`config.mk`:
```
export PLATFORM = sky130hd
export DESIGN_NAME = nnsp_div
export DESIGN_NICKNAME = d
export VERILOG_FILES = /design/src/nnsp_pkg.sv /design/src/nnsp_div.sv
export SDC_FILE = /design/constraint.sdc
export NUM_CORES = 1
export LEC_CHECK = 0
export BUFFER_PORTS_ARGS = -buffer_cell sky130_fd_sc_hd__buf_2
export CAP_MARGIN = 20
export CORE_MARGIN = 2
export CORE_UTILIZATION = 54
export DETAILED_ROUTE_END_ITERATION = 10
export GPL_TIMING_DRIVEN = 0
export MAX_ROUTING_LAYER = met4
export PLACE_DENSITY = 0.79
export SYNTH_ARGS = -nofsm -noshare
export SYNTH_HDL_FRONTEND = slang
export SYNTH_SLANG_ARGS = --single-unit
```
`constraint.sdc`:
```
create_clock -name clk_i -period 3.1 [get_ports clk_i]
set_input_delay 0.155 -clock clk_i [delete_from_list [all_inputs] [get_ports clk_i]]
set_output_delay 0.155 -clock clk_i [all_outputs]
set_load 0.05 [all_outputs]
```
`src/nnsp_pkg.sv`:
```
package nnsp_pkg;

  // configuration port
  localparam int CFG_IDX_W  = 3;
  localparam int CFG_DATA_W = 13;

  localparam logic [CFG_IDX_W-1:0] REG_SRC_WIDTH    = 3'd0;
  localparam logic [CFG_IDX_W-1:0] REG_SRC_HEIGHT   = 3'd1;
  localparam logic [CFG_IDX_W-1:0] REG_DST_WIDTH    = 3'd2;
  localparam logic [CFG_IDX_W-1:0] REG_DST_HEIGHT   = 3'd3;
  localparam logic [CFG_IDX_W-1:0] REG_PIXEL_FORMAT = 3'd4;

  // request types
  localparam logic REQ_LOAD  = 1'b0;
  localparam logic REQ_FETCH = 1'b1;

  // pixel formats
  localparam logic [1:0] FMT_BGRA = 2'd0;
  localparam logic [1:0] FMT_RGBA = 2'd1;

  // status codes
  localparam logic [1:0] STATUS_OK     = 2'd0;
  localparam logic [1:0] STATUS_FORMAT = 2'd1;
  localparam logic [1:0] STATUS_RANGE  = 2'd2;

  localparam logic [7:0] ALPHA_BYTE = 8'hFF;
  localparam int FRAC_BITS = 16;
  localparam int DIVISOR_W = 13;

  // frame memory control
  typedef struct packed {
    logic wr_en;
    logic rd_en;
  } mem_ctl_t;

endpackage

```
`src/nnsp_div.sv`:
```
module nnsp_div #(
  parameter int DVW = 28
) (
  input  logic                           clk_i,
  input  logic                           rst_ni,
  input  logic                           start_i,
  input  logic [DVW-1:0]                 dividend_i,
  input  logic [nnsp_pkg::DIVISOR_W-1:0] divisor_i,
  output logic                           done_o,
  output logic [DVW-1:0]                 quotient_o
);
  import nnsp_pkg::*;

  localparam int CNTW = $clog2(DVW + 1);

  logic [DIVISOR_W-1:0] rem_q, rem_d;
  logic [DIVISOR_W-1:0] dsr_q;
  logic [DVW-1:0]       quo_q, quo_d;
  logic [CNTW-1:0]      cnt_q;
  logic                 run_q;
  logic                 done_q;
  logic [DIVISOR_W:0]   trial;

  // one restoring step per cycle
  always_comb begin
    trial = {rem_q, quo_q[DVW-1]};
    if (trial >= {1'b0, dsr_q}) begin
      rem_d = DIVISOR_W'(trial - {1'b0, dsr_q});
      quo_d = {quo_q[DVW-2:0], 1'b1};
    end else begin
      rem_d = trial[DIVISOR_W-1:0];
      quo_d = {quo_q[DVW-2:0], 1'b0};
    end
  end

  // control
  always_ff @(posedge clk_i or negedge rst_ni) begin
    if (!rst_ni) begin
      run_q  <= 1'b0;
      done_q <= 1'b0;
      cnt_q  <= '0;
    end else if (start_i) begin
      run_q  <= 1'b1;
      done_q <= 1'b0;
      cnt_q  <= CNTW'(DVW);
    end else if (run_q) begin
      cnt_q <= cnt_q - 1'b1;
      if (cnt_q == CNTW'(1)) begin
        run_q  <= 1'b0;
        done_q <= 1'b1;
      end
    end else begin
      done_q <= 1'b0;
    end
  end

  // datapath
  always_ff @(posedge clk_i) begin
    if (start_i) begin
      rem_q <= '0;
      quo_q <= dividend_i;
      dsr_q <= divisor_i;
    end else if (run_q) begin
      rem_q <= rem_d;
      quo_q <= quo_d;
    end
  end

  assign done_o     = done_q;
  assign quotient_o = quo_q;

endmodule

```
==> results.py <==
metrics = {
    "status": {
        "run_status": "completed",
    },
    "timing": {
        "max_slew_margin_pct": 58.88,
        "period_share_pct": 91.59,
        "maxSlewViolCount": 0,
        "fin_skew_ns": 0.009134,
        "setup_tns_ns": 0,
        "hold_viol_final": 0,
        "worst_slew_pin_slew_ns": 0.6145,
        "setup_violations": 0,
        "rsz0062_at_grt": "false",
        "period_needed_ns": 2.839,
        "fmax_ghz": 0.3522,
    },
    "clock_network": {
        "cts-root-buf": "clkbuf_8",
        "cts.path.max_buffers": 2,
        "clkTransAtPathRegs_ns": 0.07,
        "cts_setup_buffers": 0,
        "cts_tree": "built",
        "cts_buffers": 9,
        "cts-htree-levels": 3,
        "cts.sinks": 61,
        "clk_latency_ns": 0.34,
    },
    "floorplan": {
        "core_area_um2": 5574,
        "start_util_pct": 56.84,
        "boundaryPins": 73,
        "die_area_um2": 6496,
        "std_cell_rows": 27,
        "die_x_um": 80.60,
        "chipHeight_um": 80.60,
    },
    "worst_hold_path": {
        "whs_path_depth": 2,
        "worstHoldEndpoint": "quotient_o[23]",
        "worstHoldPathType": "input pin to flip-flop",
        "worstHoldStart": "dividend_i[23]",
    },
    "placed_design": {
        "gp_congestion": 0.9166,
        "dp_hpwl_um": 4824,
        "port_buffers": 72,
    },
    "global_route": {
        "grt_pass1_wl_um": 11220,
        "grt_max_degree": 29,
        "groute.usage.overall_pct": 23.95,
        "first_global_vias": 2432,
        "antenna_found_initial": 0,
        "grt-ovfl-total": 0,
    },
    "yosys": {
        "ys_seq_elements": 61,
        "synth_seq_area_share_pct": 52.61,
        "avgSynthCellArea_um2": 11.82,
        "yosysUniqueCellTypes": 50,
        "synth-edff-count": 41,
        "yosysWarnings": 0,
        "ys_async_sr_fraction_pct": 11.48,
        "synth_top_area_share_pct": 38.86,
        "synth_flop_cell": "edfxtp_1",
        "syn_inst": 268,
        "synthMostInstantiatedCell": "edfxtp_1",
        "synth.area.top_cells": "edfxtp_1 39%, mux2_2 10%, dfxtp_1 8.2%, ha_1 5.9%, dfrtp_1 5.5%",
        "syn-num-nets": 328,
        "ys_top_cells_by_count": "41 x edfxtp_1, 28 x mux2_2, 23 x nand2_1, 22 x inv_1, 20 x nor2_1",
        "yosysTopAreaCell": "edfxtp_1",
        "syn_area_um2": 3168,
    },
    "critical_path": {
        "end_kind": "flip-flop",
        "worstPathRequired_ns": 3.34,
        "critPathLaunchType": "flip-flop",
        "r2r-start": "quotient_o[27]",
        "regToRegSetupSlack_ns": 0.26,
        "timing.rr.end": "rem_q[8]",
        "arrival_ns": 3.08,
        "reg2reg_depth": 11,
        "path_class": "flip-flop to flip-flop",
        "crit_fanout": 10,
    },
    "routing": {
        "drt_iter0_markers": 227,
        "drt_wl_total_um": 6977,
        "viasPerCell": 5.436,
        "first_pass_iters": 6,
        "drt_drc_violations_left": 0,
        "ant_nets": 0,
        "routedWlPerCell_um": 15.75,
        "vias": 2408,
    },
    "finish": {
        "layout-drive-gt1-share_pct": 35.58,
        "num-fill-cells": 395,
        "diodes": 0,
        "nNetsFinal": 426,
        "syn2layout_area_growth_pct": 28.24,
    },
    "power_and_ir_drop": {
        "p_leak_nw": 1.751,
        "power_density_nw_per_um2": 803.8,
        "power_mw": 3.266,
        "peakVddDrop_uv": 503.2,
    },
    "job": {
        "maxCapViolCount": 0,
    },
}
-- cell families (layout without fill, tap and decap cells) --
group,Yosys count,after routing,synth area share (%)
AOI/OAI and AO/OA,50,50,11.81
xor gates and xnor gates,13,13,3.594
adders and majority gates,16,16,6.556
buffers and inverters,30,133,5.134
DFF,61,61,52.61
muxes,30,30,10.58
and+or+nand+nor,68,68,9.716
-- what timing repair did --
item	4_1_cts	5_1_grt
hold buffers	14	0
endpoints found under the hold margin	20	0
endpoints found under the setup margin	0	2
gates resized for setup	0	1
-- routing by layer --
layer  routed length [um]  track usage (%)  up-vias
li1                     -                -     1179
met1                 2897            27.96     1129
met2                 3558            39.50       80
met3                  345            5.506       20
met4                  176            10.85        0
met5                    0                -        -
-- worst max-delay path, stage by stage (launching register included) --
cell and delay (ns):
edfxtp_1 0.44, inv_1 0.09, ha_1 0.17, inv_1 0.05
fa_1 0.45, a211oi_4 0.32, o21ai_0 0.18, a21oi_2 0.23
o21a_1 0.28, buf_6 0.19, nand2_1 0.07, a311oi_1 0.26
-- cell type report --
type | instances | area, um^2 | area share [%]
Sequential cell | 61 | 1667 | 41.02
Buffer | 8 | 80.08 | 1.971
Inverter | 22 | 82.58 | 2.033
Multi-Input combinational cell | 177 | 1346 | 33.14
Tap cell | 72 | 90.09 | 2.217
Timing Repair Buffer | 87 | 528.0 | 13.00
Clock inverter | 7 | 145.1 | 3.573
Clock buffer | 9 | 123.9 | 3.049
-- stage by stage --
step | hold slack (ns) | area [um^2] | util (%) | setup WS (ns) | instances
final | 0.1121 | 4063 | 72.88 | 0.2608 | 443
after global placement | -0.006518 | 3618 | 64.92 | 0.3440 | 412
after detailed placement | -0.001511 | 3618 | 64.92 | 0.3160 | 412
after floorplan | -0.1406 | 3168 | - | 0.3755 | 268
after global routing | 0.09946 | 4063 | 72.88 | 0.0005722 | 443
after CTS | 0.1035 | 4028 | 72.26 | 0.2596 | 442
-- registers in the layout (all words and copies together), names as in the netlist --
| signal | flops |
|---|---|
| cnt_q | 5 |
| run_q | 1 |
| done_o | 1 |
| quotient_o | 28 |
| rem_q | 13 |
| dsr_q | 13 |
-- how the worst max path moves through the flow --
stage | start | endpoint | slack (ns) | depth (start not counted)
2_1_floorplan | quotient_o[27] | quotient_o[0] | 0.38 | 10
5_1_grt | quotient_o[27] | rem_q[5] | 0.0006 | 11
3_3_place_gp | quotient_o[27] | rem_q[8] | 0.34 | 11
3_5_place_dp | quotient_o[27] | rem_q[4] | 0.32 | 11
6_report | quotient_o[27] | rem_q[8] | 0.26 | 11
4_1_cts | quotient_o[27] | rem_q[8] | 0.26 | 11
-- power by group --
part	internal (mW)	total, mW	switching (mW)
clock	0.619	0.945	0.325
combinational	0.488	1.20	0.715
sequential	1.02	1.12	0.101
total	2.12	3.27	1.14
-- placed cells by master (no fill, tap or decap), drive strengths merged, types with 2 or more instances in the layout --
cell / n
nor2: 20
mux2i: 2
a21oi: 7
o21a: 3
nor3: 3
o211ai: 2
dlygate4sd3: 14
buf: 77
nor2b: 3
mux2: 28
bufinv: 4
o31ai: 3
edfxtp: 41
xnor2: 10
or2: 2
dfxtp: 13
a21o: 3
clkbuf: 13
a32oi: 3
ha: 15
nand3: 11
nand2: 23
a211oi: 5
dfrtp: 7
inv: 23
a311oi: 5
o21ai: 9
xor2: 3
(Power assumes the default switching activity.)
